===== src/rtl/alist_pkg.sv =====
// Shared constants, codes and interface types for the array list block.
`timescale 1ns / 1ps

package alist_pkg;

   localparam int DEPTH   = 16;
   localparam int ADDR_W  = $clog2(DEPTH);
   localparam int FILL_W  = $clog2(DEPTH + 1);
   localparam int FUNC_W  = 3;
   localparam int VALUE_W = 32;
   localparam int POS_W   = 5;
   localparam int COUNT_W = 5;
   localparam int CMP_W   = (FILL_W > POS_W) ? FILL_W : POS_W;
   localparam int REQ_W   = ((FUNC_W + VALUE_W + POS_W + 7) / 8) * 8;
   localparam int RSP_W   = ((2 + VALUE_W + COUNT_W + 7) / 8) * 8;

   typedef enum logic [FUNC_W-1:0] {
      FN_PUSH_FRONT = 3'd0,
      FN_PUSH_BACK  = 3'd1,
      FN_POP_FRONT  = 3'd2,
      FN_POP_BACK   = 3'd3,
      FN_INSERT     = 3'd4,
      FN_DELETE     = 3'd5,
      FN_DUMP       = 3'd6
   } func_type;

   typedef enum logic [1:0] {
      ST_OK    = 2'd0,
      ST_EMPTY = 2'd1,
      ST_FULL  = 2'd2,
      ST_RANGE = 2'd3
   } status_type;

   typedef struct packed {
      logic               rd_en;
      logic [ADDR_W-1:0]  rd_addr;
      logic               wr_en;
      logic [ADDR_W-1:0]  wr_addr;
      logic [VALUE_W-1:0] wr_data;
   } mem_req_type;

   typedef struct packed {
      logic               load;
      status_type         status;
      logic [VALUE_W-1:0] element;
      logic [COUNT_W-1:0] count;
      logic               last;
   } result_type;

endpackage


===== src/rtl/alist_mem.sv =====
// Element storage: one write port and one registered read port.
`timescale 1ns / 1ps

module alist_mem (
   input  logic                          clock,
   input  alist_pkg::mem_req_type        mem_req,
   output logic [alist_pkg::VALUE_W-1:0] rd_data
);

   logic [alist_pkg::VALUE_W-1:0] slots_ff [alist_pkg::DEPTH];
   logic [alist_pkg::VALUE_W-1:0] rd_data_ff;

   always_ff @(posedge clock) begin
      if (mem_req.wr_en) begin
         slots_ff[mem_req.wr_addr] <= mem_req.wr_data;
      end
      if (mem_req.rd_en) begin
         rd_data_ff <= slots_ff[mem_req.rd_addr];
      end
   end

   assign rd_data = rd_data_ff;

endmodule


===== src/rtl/alist_ctrl.sv =====
// Sequencer: decodes a request, shifts stored entries one per cycle, builds results.
`timescale 1ns / 1ps

module alist_ctrl (
   input  logic                          clock,
   input  logic                          reset,
   input  logic                          req_valid,
   output logic                          req_ready,
   input  logic [alist_pkg::FUNC_W-1:0]  req_func,
   input  logic [alist_pkg::VALUE_W-1:0] req_value,
   input  logic [alist_pkg::POS_W-1:0]   req_position,
   input  logic                          out_free,
   input  logic [alist_pkg::VALUE_W-1:0] rd_data,
   output alist_pkg::mem_req_type        mem_req,
   output alist_pkg::result_type         result
);

   typedef enum logic [5:0] {
      S_IDLE  = 6'b000001,
      S_UP    = 6'b000010,
      S_DOWN  = 6'b000100,
      S_DREAD = 6'b001000,
      S_DWAIT = 6'b010000,
      S_RESP  = 6'b100000
   } state_type;

   state_type                     state_ff, state_in;
   logic [alist_pkg::FILL_W-1:0]  fill_ff, fill_in;
   logic [alist_pkg::FILL_W-1:0]  idx_ff, idx_in;
   logic [alist_pkg::FILL_W-1:0]  at_ff, at_in;
   logic [alist_pkg::FILL_W-1:0]  wa_ff, wa_in;
   logic                          pend_ff, pend_in;
   logic [alist_pkg::VALUE_W-1:0] val_ff, val_in;
   alist_pkg::status_type         st_ff, st_in;

   logic                          full;
   logic                          empty;
   logic [alist_pkg::CMP_W-1:0]   pos_ext;
   logic [alist_pkg::CMP_W-1:0]   fill_ext;
   logic [alist_pkg::FILL_W-1:0]  idx_inc;
   logic [alist_pkg::FILL_W-1:0]  idx_dec;

   assign full     = (fill_ff >= alist_pkg::FILL_W'(alist_pkg::DEPTH));
   assign empty    = (fill_ff == '0);
   assign pos_ext  = alist_pkg::CMP_W'(req_position);
   assign fill_ext = alist_pkg::CMP_W'(fill_ff);
   assign idx_inc  = idx_ff + alist_pkg::FILL_W'(1);
   assign idx_dec  = idx_ff - alist_pkg::FILL_W'(1);
   assign req_ready = (state_ff == S_IDLE);

   always_comb begin
      state_in = state_ff;
      fill_in  = fill_ff;
      idx_in   = idx_ff;
      at_in    = at_ff;
      wa_in    = wa_ff;
      pend_in  = pend_ff;
      val_in   = val_ff;
      st_in    = st_ff;
      mem_req  = '0;
      result   = '0;

      case (state_ff)
         S_IDLE: begin
            if (req_valid) begin
               val_in  = req_value;
               st_in   = alist_pkg::ST_OK;
               pend_in = 1'b0;
               case (req_func)
                  alist_pkg::FN_PUSH_FRONT: begin
                     if (full) begin
                        st_in    = alist_pkg::ST_FULL;
                        state_in = S_RESP;
                     end else begin
                        at_in    = '0;
                        idx_in   = fill_ff;
                        state_in = S_UP;
                     end
                  end
                  alist_pkg::FN_PUSH_BACK: begin
                     if (full) begin
                        st_in    = alist_pkg::ST_FULL;
                        state_in = S_RESP;
                     end else begin
                        at_in    = fill_ff;
                        idx_in   = fill_ff;
                        state_in = S_UP;
                     end
                  end
                  alist_pkg::FN_POP_FRONT: begin
                     if (empty) begin
                        st_in    = alist_pkg::ST_EMPTY;
                        state_in = S_RESP;
                     end else begin
                        idx_in   = '0;
                        state_in = S_DOWN;
                     end
                  end
                  alist_pkg::FN_POP_BACK: begin
                     if (empty) begin
                        st_in = alist_pkg::ST_EMPTY;
                     end else begin
                        fill_in = fill_ff - alist_pkg::FILL_W'(1);
                     end
                     state_in = S_RESP;
                  end
                  alist_pkg::FN_INSERT: begin
                     if (full) begin
                        st_in    = alist_pkg::ST_FULL;
                        state_in = S_RESP;
                     end else if (pos_ext > fill_ext) begin
                        st_in    = alist_pkg::ST_RANGE;
                        state_in = S_RESP;
                     end else begin
                        at_in    = alist_pkg::FILL_W'(req_position);
                        idx_in   = fill_ff;
                        state_in = S_UP;
                     end
                  end
                  alist_pkg::FN_DELETE: begin
                     if (empty) begin
                        st_in    = alist_pkg::ST_EMPTY;
                        state_in = S_RESP;
                     end else if (pos_ext >= fill_ext) begin
                        st_in    = alist_pkg::ST_RANGE;
                        state_in = S_RESP;
                     end else begin
                        idx_in   = alist_pkg::FILL_W'(req_position);
                        state_in = S_DOWN;
                     end
                  end
                  alist_pkg::FN_DUMP: begin
                     if (empty) begin
                        st_in    = alist_pkg::ST_EMPTY;
                        state_in = S_RESP;
                     end else begin
                        idx_in   = '0;
                        state_in = S_DREAD;
                     end
                  end
                  default: begin
                     state_in = S_RESP;
                  end
               endcase
            end
         end

         S_UP: begin
            // write back the entry read last cycle one place higher
            if (pend_ff) begin
               mem_req.wr_en   = 1'b1;
               mem_req.wr_addr = wa_ff[alist_pkg::ADDR_W-1:0];
               mem_req.wr_data = rd_data;
               pend_in         = 1'b0;
            end
            if (idx_ff > at_ff) begin
               mem_req.rd_en   = 1'b1;
               mem_req.rd_addr = idx_dec[alist_pkg::ADDR_W-1:0];
               wa_in           = idx_ff;
               idx_in          = idx_dec;
               pend_in         = 1'b1;
            end else if (!pend_ff) begin
               mem_req.wr_en   = 1'b1;
               mem_req.wr_addr = at_ff[alist_pkg::ADDR_W-1:0];
               mem_req.wr_data = val_ff;
               fill_in         = fill_ff + alist_pkg::FILL_W'(1);
               state_in        = S_RESP;
            end
         end

         S_DOWN: begin
            // write back the entry read last cycle one place lower
            if (pend_ff) begin
               mem_req.wr_en   = 1'b1;
               mem_req.wr_addr = wa_ff[alist_pkg::ADDR_W-1:0];
               mem_req.wr_data = rd_data;
               pend_in         = 1'b0;
            end
            if (idx_inc < fill_ff) begin
               mem_req.rd_en   = 1'b1;
               mem_req.rd_addr = idx_inc[alist_pkg::ADDR_W-1:0];
               wa_in           = idx_ff;
               idx_in          = idx_inc;
               pend_in         = 1'b1;
            end else if (!pend_ff) begin
               fill_in  = fill_ff - alist_pkg::FILL_W'(1);
               state_in = S_RESP;
            end
         end

         S_DREAD: begin
            mem_req.rd_en   = 1'b1;
            mem_req.rd_addr = idx_ff[alist_pkg::ADDR_W-1:0];
            state_in        = S_DWAIT;
         end

         S_DWAIT: begin
            // hold the read data until the output register frees up
            if (out_free) begin
               result.load    = 1'b1;
               result.status  = alist_pkg::ST_OK;
               result.element = rd_data;
               result.count   = alist_pkg::COUNT_W'(fill_ff);
               result.last    = (idx_inc == fill_ff);
               if (idx_inc == fill_ff) begin
                  state_in = S_IDLE;
               end else begin
                  idx_in   = idx_inc;
                  state_in = S_DREAD;
               end
            end
         end

         S_RESP: begin
            if (out_free) begin
               result.load    = 1'b1;
               result.status  = st_ff;
               result.element = '0;
               result.count   = alist_pkg::COUNT_W'(fill_ff);
               result.last    = 1'b1;
               state_in       = S_IDLE;
            end
         end

         default: begin
            state_in = S_IDLE;
         end
      endcase
   end

   always_ff @(posedge clock) begin
      if (reset) begin
         state_ff <= S_IDLE;
         fill_ff  <= '0;
         pend_ff  <= 1'b0;
      end else begin
         state_ff <= state_in;
         fill_ff  <= fill_in;
         pend_ff  <= pend_in;
      end
   end

   always_ff @(posedge clock) begin
      idx_ff <= idx_in;
      at_ff  <= at_in;
      wa_ff  <= wa_in;
      val_ff <= val_in;
      st_ff  <= st_in;
   end

endmodule


===== src/rtl/array_list_insert_delete.sv =====
// Top level of the array list: stream ports, sequencer, storage and result register.
// Pop back, rejected and unused requests go straight to the response state; push, pop
//   front, insert and delete first pass through the move state (S_UP or S_DOWN), then respond.
// Throughput: one request at a time; a dump reads each element (S_DREAD) and then sends it
//   (S_DWAIT), holding it there while the result register is not free.
// Reset clears the count and the sequencer; storage is not cleared (no clearing pass).
`timescale 1ns / 1ps

module array_list_insert_delete (
   input  logic                        clock,
   input  logic                        reset,
   input  logic                        req_tvalid,
   output logic                        req_tready,
   input  logic [alist_pkg::REQ_W-1:0] req_tdata,  // func[2:0], value[34:3], position[39:35]
   output logic                        rsp_tvalid,
   input  logic                        rsp_tready,
   output logic [alist_pkg::RSP_W-1:0] rsp_tdata,  // status[1:0], element[33:2], count[38:34]
   output logic                        rsp_tlast
);

   localparam int ST_LO  = 0;
   localparam int EL_LO  = 2;
   localparam int CNT_LO = EL_LO + alist_pkg::VALUE_W;
   localparam int PAD_W  = alist_pkg::RSP_W - CNT_LO - alist_pkg::COUNT_W;

   alist_pkg::mem_req_type        mem_req;
   alist_pkg::result_type         result;
   logic [alist_pkg::VALUE_W-1:0] rd_data;
   logic                          out_free;

   logic                          rsp_valid_ff, rsp_valid_in;
   logic [alist_pkg::RSP_W-1:0]   rsp_data_ff, rsp_data_in;
   logic                          rsp_last_ff, rsp_last_in;

   logic [alist_pkg::FUNC_W-1:0]  req_func;
   logic [alist_pkg::VALUE_W-1:0] req_value;
   logic [alist_pkg::POS_W-1:0]   req_position;

   assign req_func     = req_tdata[alist_pkg::FUNC_W-1:0];
   assign req_value    = req_tdata[alist_pkg::FUNC_W +: alist_pkg::VALUE_W];
   assign req_position = req_tdata[alist_pkg::FUNC_W + alist_pkg::VALUE_W +: alist_pkg::POS_W];

   assign out_free = !rsp_valid_ff || rsp_tready;

   alist_ctrl u_ctrl (
      .clock        (clock),
      .reset        (reset),
      .req_valid    (req_tvalid),
      .req_ready    (req_tready),
      .req_func     (req_func),
      .req_value    (req_value),
      .req_position (req_position),
      .out_free     (out_free),
      .rd_data      (rd_data),
      .mem_req      (mem_req),
      .result       (result)
   );

   alist_mem u_mem (
      .clock   (clock),
      .mem_req (mem_req),
      .rd_data (rd_data)
   );

   always_comb begin
      rsp_valid_in = rsp_valid_ff;
      rsp_data_in  = rsp_data_ff;
      rsp_last_in  = rsp_last_ff;
      if (result.load) begin
         rsp_valid_in = 1'b1;
         rsp_data_in  = {{PAD_W{1'b0}}, result.count, result.element, result.status};
         rsp_last_in  = result.last;
      end else if (rsp_tready) begin
         rsp_valid_in = 1'b0;
      end
   end

   always_ff @(posedge clock) begin
      if (reset) begin
         rsp_valid_ff <= 1'b0;
      end else begin
         rsp_valid_ff <= rsp_valid_in;
      end
   end

   always_ff @(posedge clock) begin
      rsp_data_ff <= rsp_data_in;
      rsp_last_ff <= rsp_last_in;
   end

   assign rsp_tvalid = rsp_valid_ff;
   assign rsp_tdata  = rsp_data_ff;
   assign rsp_tlast  = rsp_last_ff;

   // an accepted request always leaves the sequencer busy in the following cycle
   a_busy_after_accept: assert property (@(posedge clock) disable iff (reset)
      (req_tvalid && req_tready) |=> !req_tready)
      else $error("request accepted back to back");

   // any non-ok status ends its request
   a_error_is_last: assert property (@(posedge clock) disable iff (reset)
      (rsp_tvalid && (rsp_tdata[EL_LO-1:ST_LO] != alist_pkg::ST_OK)) |-> rsp_tlast)
      else $error("error result not marked last");

   // only dump results carry an element, and those are ok
   a_element_ok: assert property (@(posedge clock) disable iff (reset)
      (rsp_tvalid && (rsp_tdata[CNT_LO-1:EL_LO] != '0))
         |-> (rsp_tdata[EL_LO-1:ST_LO] == alist_pkg::ST_OK))
      else $error("element returned with error status");

   // a dump run that continues needs a nonempty list
   a_run_nonempty: assert property (@(posedge clock) disable iff (reset)
      (rsp_tvalid && !rsp_tlast) |-> (rsp_tdata[CNT_LO +: alist_pkg::COUNT_W] != '0))
      else $error("multi-item run from an empty list");

endmodule

===== config.mk =====
export PLATFORM = sky130hd
export DESIGN_NAME = array_list_insert_delete
export DESIGN_NICKNAME = d
export VERILOG_FILES = /design/src/rtl/alist_pkg.sv /design/src/rtl/alist_mem.sv /design/src/rtl/alist_ctrl.sv /design/src/rtl/array_list_insert_delete.sv
export SDC_FILE = /design/constraint.sdc
export NUM_CORES = 1
export LEC_CHECK = 0
export BUFFER_PORTS_ARGS = -buffer_cell sky130_fd_sc_hd__buf_4
export CORE_UTILIZATION = 30
export DETAILED_ROUTE_END_ITERATION = 7
export GPL_TIMING_DRIVEN = 0
export HOLD_SLACK_MARGIN = 0.03
export PLACE_DENSITY = 0.54
export SLEW_MARGIN = 20
export SYNTH_ARGS = -nofsm -noshare
export SYNTH_HDL_FRONTEND = slang
export SYNTH_SLANG_ARGS = --single-unit

===== constraint.sdc =====
create_clock -name clock -period 6.17 [get_ports clock]
set_input_delay 0.3085 -clock clock [delete_from_list [all_inputs] [get_ports clock]]
set_output_delay 0.3085 -clock clock [all_outputs]
set_load 0.05 [all_outputs]

==> summary by stage, run 1 <==
Outcome
The flow ran to the end, and the final reports show no timing, DRC or antenna violations.

Detailed routing
The DRC violation count after routing is 0. Wires add up to slightly below 70000 µm. The via density per instance is 4.97. The routed length per placed instance is 22.6 µm. For this run, the detailed router's first-pass iteration total came to 5.

The detailed router placed around 15000 vias in this run. The count of nets left with antenna violations once routing finished came out at 0. The detailed router finished its first iteration with 1192 violations.

Clocking
The clock passes through at most 3 buffers. The number of buffers added by the clock tree synthesis step is 70. The clock transition at the registers of the reported paths is around 0.06 ns. The clock sink count is between 600 and 700. The clock root buffer is clkbuf_16. The CTS tree is yes. The clock latency on the worst-skew pair is 0.62 ns. The H-tree was split into 3 levels.

Placement
Routability-driven placement finished with a final weighted congestion of between 0.8 and 0.9. Once detailed placement completed, the half-perimeter wirelength came to about 46000 µm. The instance count after placement with tap cells included is 2924. Summing all placed instances gives a cell area of 28900 µm². Port buffering added 83 buffers.

Timing
In the finished design, the share of the clock period the worst path needs comes to 0.735. Hold timing on the final database bottoms out at a slack of 0.0865 ns. The final count of negative-setup-slack endpoints is 0.

At the pin with the least slew margin, the transition time is 1.07 ns. The count of pins over their slew limit is 0. Setup repair after global routing left no endpoint under its margin.

Derived from the worst setup path, the maximum achievable clock frequency is 220 MHz. The worst pin sits at a relative slew slack of 0.285. The smallest clock period supported by the final layout is computed as 4.54 ns.

The total negative slack for setup checks is 0 ns. The number of hold-slack violations in the final timing report is 0. Between clock sinks in the finished design, the worst skew comes to between 0.02 and 0.03 ns.

Floorplanning
The die is 298 µm wide. The die height is 298 µm. The die covers between 80000 and 90000 µm². During I/O placement, the number of pins put on the boundary was a little under 90. For this configuration, the core starts out at a cell density of 0.303. In this run the standard cell core region covers between 80000 and 90000 µm².

In this run the core area contains approximately 110 standard-cell rows.

Cells and area
The repair_antennas step left the layout with diodes totalling 0. Relative to the synthesized area, the layout overhead comes to 19.9%. Once layout is done, the placed cells without fillers occupy 31500 µm². For this run, the post-layout net count is 1939. The finished layout holds 3081 standard cells, fillers aside. In the final layout, the share of cells above drive strength 1 is 0.141.

Synth
The count of cell types in the netlist is 61. Counting flops with an async set or reset pin after synthesis yields a share of 0. The synthesized netlist occupies a cell area of 26300 µm². The number of register bits inferred by synthesis is roughly 650. In this run the mean area of a mapped cell was approximately 16 µm². The total number of yosys warnings is 0. The number of nets in the synthesized netlist is 1732. Counting every instance in the synthesized netlist gives 1667.

The prevailing post-synth register cell is edfxtp_1. The synthesized design contains about 630 enable-type register cells. The sequential-to-total area share from yosys stat is 0.733.

Worst hold path
The worst hold path class is input port to register.

Critical path
The kind of capture point of the worst setup path is a register. The worst setup path is launched from a register. The critical path is of the register to register type. The library cell appearing most often on the critical path is clkbuf_1. In this design, the stage delay of the slowest critical-path cell is around 0.6 ns. Data on the critical path arrives at its endpoint at 5.00 ns. Among all stages on the critical path, the largest delay is contributed by clkbuf_1.

Walking the worst path, the cells encountered are clkbuf_1, nand3_1, xnor2_1, ha_1, and3_1, o21a_1, o31a_1, a21oi_1, clkbuf_1, clkbuf_1, a211oi_1, a31oi_1, a221o_1. At the worst endpoint, the required time is 6.63 ns. The worst-path maximum fanout is 10.

Pwr
The areal power density over the cells is 327 nW/µm². VDD sags by at most around 0.00017 V. In this run the static leakage power is a little over 10 nW.

The design draws 10.3 mW.

GRT
The via count of the first global-routing pass came to 15700. The first global-routing pass estimated 102000 µm of wire. Global routing finished with a remaining overflow of 0.

Entering global routing, the biggest net connects 36 pins. The total routing usage reported by global routing is 0.155. The initial antenna violation count is 0.

Run
Across the run, the number of max-cap violations was 0.
==> timing repair <==
item,in CTS,in global routing
setup buffers,0,0
hold buffers,33,0
endpoints found under the hold margin,35,0
resized for setup,0,0
==> critical path: cells and delay by family (launching register included) <==
family,cells,cell delay (ns)
adder cells (fa/ha/maj),1,0.33
AND/OR/NAND/NOR,2,0.33
flip-flops,1,0.39
XOR/XNOR,1,0.39
buffers and inverters,3,1.48
AO/OA/AOI/OAI,6,1.43
==> routing by layer <==
| metal | vias up | GRT usage | routed length [µm] |
|---|---|---|---|
| met5 | - | 0 | 0 |
| met4 | 0 | 0.0514 | 1550 |
| met3 | 98 | 0.0232 | 3420 |
| met2 | 440 | 0.261 | 33900 |
| met1 | 7823 | 0.206 | 30600 |
| li1 | 6950 | - | - |
==> layout by cell type, fill, tap and decap left out, types with 7 or more instances in the layout <==
master,synthesis,routed
edfxtp_1,632,632
mux2i_1,193,193
nand2_1,157,156
buf_4,11,94
clkbuf_16,0,71
a31oi_1,69,69
clkbuf_1,59,67
a211oi_1,66,66
a22o_1,64,64
and2_0,42,42
and3_1,37,37
a221o_1,34,34
dlygate4sd3_1,0,33
and2_1,32,31
nor2_1,46,30
a21oi_1,25,24
inv_1,20,20
ha_1,20,20
nor2_4,0,16
o21ai_0,15,15
buf_2,15,15
clkinv_1,1,13
buf_12,0,13
dfxtp_1,13,13
clkinv_2,0,11
nand3_1,9,9
buf_6,9,9
nor2b_1,7,7
==> cell usage after synthesis, types with 2 or more instances <==
cell type | count | area, µm²
ha_1 | 20 | 250
nand2_1 | 157 | 589
and3_1 | 37 | 231
nor3b_1 | 4 | 30.0
buf_4 | 11 | 82.6
nor4_1 | 3 | 18.8
a21o_1 | 4 | 30.0
nor2b_1 | 7 | 43.8
o21bai_1 | 2 | 15.0
o211ai_1 | 4 | 30.0
nand3_1 | 9 | 45.0
buf_1 | 4 | 15.0
nand2b_1 | 3 | 18.8
xor2_1 | 5 | 43.8
xnor2_1 | 5 | 43.8
dfxtp_1 | 13 | 260
nand4_1 | 3 | 18.8
edfxtp_1 | 632 | 19000
o21a_1 | 5 | 37.5
nor3_2 | 2 | 20.0
inv_1 | 20 | 75.1
a22o_1 | 64 | 561
a31oi_1 | 69 | 432
nand3b_1 | 5 | 37.5
buf_6 | 9 | 101
a21boi_0 | 3 | 22.5
and2_1 | 32 | 200
a211oi_1 | 66 | 495
and3b_1 | 2 | 17.5
clkbuf_1 | 59 | 221
mux2i_1 | 193 | 1930
a22oi_1 | 6 | 45.0
or4_1 | 2 | 15.0
or2_2 | 4 | 25.0
a221o_1 | 34 | 340
nor3_1 | 6 | 30.0
buf_2 | 15 | 75.1
o21ai_0 | 15 | 75.1
a21oi_1 | 25 | 125
and2_0 | 42 | 263
nor2_1 | 46 | 173
==> cell type report <==
cell class	count	area, µm²
Inverter	21	78.8
Sequential cell	645	19200
Multi-Input combinational cell	903	6590
Fill cell	8208	55300
Tap cell	1155	1450
Timing Repair Buffer	135	1380
Clock buffer	80	1820
Buffer	98	495
Clock inverter	44	442
==> through the flow <==
step / worst slack, ns / util
floorplan: 2.22 / -
detailed placement: 1.69 / 0.333
global route: 1.40 / 0.363
global placement: -0.253 / 0.327
finish: 1.63 / 0.363
CTS: 1.61 / 0.363
==> registers in the layout, summed over array words and instances (netlist names) <==
| register | cells |
|---|---|
| u_ctrl.val_ff | 32 |
| u_mem.slots_ff | 512 |
| u_ctrl.pend_ff | 1 |
| u_mem.rd_data | 32 |
| u_ctrl.at_ff | 5 |
| u_ctrl.fill_ext | 5 |
| u_ctrl.wa_ff | 4 |
| u_ctrl.st_ff | 2 |
| rsp_tvalid | 1 |
| u_ctrl.state_ff | 6 |
| u_ctrl.idx_ff | 5 |
| rsp_tlast | 1 |
| rsp_tdata | 39 |
==> path summary, 6_finish.rpt <==
path | end | start | slack, ns | cells after the start
setup / recovery | u_mem.rd_data[26] | u_ctrl.idx_ff[2] | 1.63 | 13
hold / removal | u_ctrl.at_ff[0] | req_tdata[35] | 0.09 | 3
setup reg to reg | u_mem.rd_data[26] | u_ctrl.idx_ff[2] | 1.63 | 13
hold reg to reg | u_ctrl.wa_ff[2] | u_ctrl.idx_ff[2] | 0.54 | 0
==> power breakdown <==
group / internal, mW / total (mW) / switching [mW] / leakage [nW]
combinational: 0.369 / 1.06 / 0.692 / 4.23
clock: 2.39 / 4.13 / 1.73 / 1.09
sequential: 4.99 / 5.10 / 0.109 / 5.00
total: 7.75 / 10.3 / 2.54 / 10.3
==> logic make-up (layout without fill, tap and decap cells) <==
kind of cell,Yosys count,in the layout,synth area share
xor+xnor,10,10,0.00334
mux,193,193,0.0736
simple gates,368,368,0.0694
flops,645,645,0.733
buf+inv,119,378,0.0219
other cells,1,1,0.000143
compound gates,310,310,0.0888
fa+ha+maj,21,21,0.0103
Power figures use the tool's default switching activity.
==> run 2: changes to the inputs <==
--- a/config.mk
+++ b/config.mk
@@ -10,7 +10,7 @@
 export DETAILED_ROUTE_END_ITERATION = 7
 export GPL_TIMING_DRIVEN = 0
 export HOLD_SLACK_MARGIN = 0.03
-export PLACE_DENSITY = 0.54
+export PLACE_DENSITY = 0.56
 export SLEW_MARGIN = 20
 export SYNTH_ARGS = -nofsm -noshare
 export SYNTH_HDL_FRONTEND = slang
==> constraint.sdc (replaced) <==
create_clock -name clock -period 3.6 [get_ports clock]
set_input_delay 0.18 -clock clock [delete_from_list [all_inputs] [get_ports clock]]
set_output_delay 0.18 -clock clock [all_outputs]
set_load 0.05 [all_outputs]
==> run 2 against run 1 <==
Effect of this change:
- the flow now finishes with violations (setup timing)
- sequential share of layout area decreased by 3.3 points
- non-clock buffer count grew 66
- critical path depth is 2 higher
- worst hold slack got worse by 0.0076 ns
- first-iteration DRC count increased by 2.2%
- die area did not move
- fmax up 22%
- critical endpoint is now u_mem.rd_data[10]
- largest power group unchanged
==> summary by stage, run 2 (same netlist as run 1, synthesis figures left out) <==
Floorplanning
between 80 and 90 I/O pins were placed. In this run the horizontal extent of the chip is 298 µm. The floorplan step defined a core boundary enclosing 86800 µm².

The initial utilization of the core area, before any placement, comes to 0.303. The die height is 298 µm. The overall die area is 88700 µm². The standard-cell row count is 108.

Critical path
For the worst setup path, the data required time is 3.94 ns. The worst-path maximum fanout is 10. The worst setup path is of the register to register kind.

The kind of capture point of the worst setup path is a register. The element type at the critical path start is a register. For flop-to-flop paths, the worst setup slack is -0.11 ns. The origin of the worst setup path is u_ctrl.idx_ff[0].

In this run the critical register-to-register path is captured at u_mem.rd_data[10]. The number of cells traversed by the worst register-to-register path is 15. The signal on the critical path passes through ha_4, nand3_4, xnor2_4, ha_4, and3_4, o21a_4, buf_4, nor4_1, o21ai_0, o211ai_1, buf_4, and2_1, buf_4, a22o_1, a221o_1. The library cell appearing most often on the critical path is buf_4. The data arrival time of the critical path is 4.05 ns. Grouping stages by cell kind, the critical path spends the most delay in compound AO/OA/AOI/OAI gates. On the worst path, the slowest cell contributes a delay of 0.52 ns. The combined buffer and inverter count along the critical path is 3. In this run the critical register-to-register path is launched from u_ctrl.idx_ff[0]. The cell type of the slowest stage on the worst timing path is edfxtp_1.

Cells and area
The area growth from synthesis to final layout is 26.7%. The post-layout utilization of the core is 0.384. The number of flip-flops in the largest register is 512.

Of the cells placed in the final design, the portion with a size suffix greater than 1 is 0.231. The number of diodes is 0. The flip-flop and latch area is 19200 µm². Leaving out fill and tap cells, the most frequent cell in the layout is edfxtp_1. More flip-flops sit in one register than any other, and that register is u_mem.slots_ff. The final net count is 2004. Counting the fill cells in the layout gives 7941. In the layout the commonest cells are edfxtp_1, mux2i_1, nand2_1. The area taken by multi-input logic gates is 7080 µm².

Clocking
The CTS tree is yes. The number of buffers between clock root and the deepest sink is 3. The clock latency on the worst-skew pair is slightly above 0.6 ns.

Clock-pin slew was measured on the worst setup and hold paths at 0.06 ns. The number of buffers added by the clock tree synthesis step is 69. The H-tree generated during clock tree synthesis spans 3 levels.

The clock root buffer is clkbuf_16. The clock sink count is between 600 and 700.

GRT
The initial antenna violation count is 0. The largest net degree at the start of global routing is 36. The first global-routing pass estimated a little over 100000 µm of wire. The via count of the first global-routing pass is 15700.

For this run the aggregate overflow at the end of global routing stands at 0. In the global route stage, overall resource usage came out at 0.153.

Placement
The minimum setup slack after placement is -0.861 ns. Buffers placed on the I/O ports in this run total 83. The final HPWL from detailed placement is 45300 µm.

At the end of routability-driven placement, the weighted congestion stood at 0.841.

Timing
The smallest hold slack is 0.0789 ns. The number of hold-slack violations in the final timing report is 0. Based on the critical path, the design can be clocked at up to 269 MHz. The count of pins over their slew limit is 0. The slew at the pin closest to its max-slew limit is a little over 1 ns.

The final critical delay including setup and external delays is 3.71 ns. Setup violations remaining at the end of the flow were counted as 30. The final clock skew is 0.0253 ns. Adding up every negative setup slack in the final design gives -1.77 ns. The worst pin sits at a relative slew slack of 0.322. In the post-route analysis, the smallest setup slack over all paths is -0.112 ns.

Dividing the final minimum period by the clock period gives 1.03. Setup repair after global routing could not meet its margin everywhere.

Outcome
The run finished, with violations left. The final reports fail on setup timing.

Run
Max-cap violations in this run came to 0.

Pwr
The cell leakage power is 11.2 nW. The worst supply voltage drop on vdd is 0.000316 V. Power spread over the standard cell area amounts to ~530 nW/µm².

Detailed routing
The DRC violation count after routing is 0. The total number of vias is 15800. In the final routed layout, each cell accounts on average for 22.7 µm. The count of nets left with antenna violations once routing finished came out at 0. Dividing the detail-routed via count by the number of cells gives 5.03.

In this run, the number of DRC markers left after iteration 0 of detailed routing was 1218. After detailed routing, the total wire length is ~70000 µm. The number of detailed-routing iterations run before antenna repair is 8.

Worst hold path
The terminating pin of the worst hold path is u_ctrl.state_ff[3]. The startpoint identified for the worst hold timing path is req_tdata[2]. The worst hold path class is input port to register. Counting instances, the worst hold path has a depth of 3.
[run 2: cell types whose count changed in the layout (fill, tap and decap cells not counted), sizes merged]
cell         previous run  this run
bufinv                  6         2
buf                   141       209
clkinv                 28        27
inv                    25        24
clkinvlp                6         2
dlygate4sd3            33        41
clkbuf                139       137
[run 2: how the worst max path moves through the flow]
stage                                        to  slack [ns]  cells after the start
after floorplan           u_mem.slots_ff[10][0]       -0.35                      9
after global placement    u_mem.slots_ff[2][16]       -2.78                      9
after detailed placement      u_mem.rd_data[27]       -0.86                     14
after CTS                     u_mem.rd_data[13]       -0.02                     14
after global routing          u_mem.rd_data[10]       -0.22                     15
final                         u_mem.rd_data[10]       -0.11                     15
[run 2: metrics by stage]
stage                     total power [mW]  area (µm²)  instances
after floorplan                       10.0       26300       1667
after global placement                10.6       28300       2905
after detailed placement              10.7       28900       2923
after CTS                             17.6       32400       3119
after global routing                  18.4       33300       3145
final                                 17.8       33300       3145
[run 2: layout make-up]
cell class              count  area share
repair buffers            205      0.0715
clock inverters            34     0.00842
multi-input cells         903       0.213
flip-flops and latches    645       0.578
well taps                1155      0.0434
clock buffers              88      0.0547
inverters                  21     0.00244
plain buffers              94      0.0286
[run 2: power by group]
group	switching, mW	internal (mW)
Sequential	0.188	8.55
Combinational	1.39	0.988
Clock	2.92	3.75
Total	4.50	13.3
[run 2: worst register-to-register path, delay by kind of cell, from the launching register on]
kind	cells	cell delay (ns)
buffers and inverters	3	0.54
flip-flops	1	0.52
AND/OR/NAND/NOR	4	0.58
XOR/XNOR	1	0.18
adder cells (fa/ha/maj)	2	0.52
AO/OA/AOI/OAI	5	1.08
[run 2: per-layer routing]
layer,vias up,GRT usage,wire length (µm)
li1,7076,-,-
met1,8035,0.199,30200
met2,580,0.255,35100
met3,120,0.0268,4290
met4,0,0.0567,1740
met5,-,0,0
[run 2: repair_timing]
item | 4_1_cts | 5_1_grt
endpoints found under the hold margin | 45 | 0
pin swaps | 50 | 53
hold buffers | 41 | 0
setup endpoints to repair | 1024 | 486
gates resized for setup | 158 | 159
buffers inserted | 30 | 20
cloned | 3 | 11
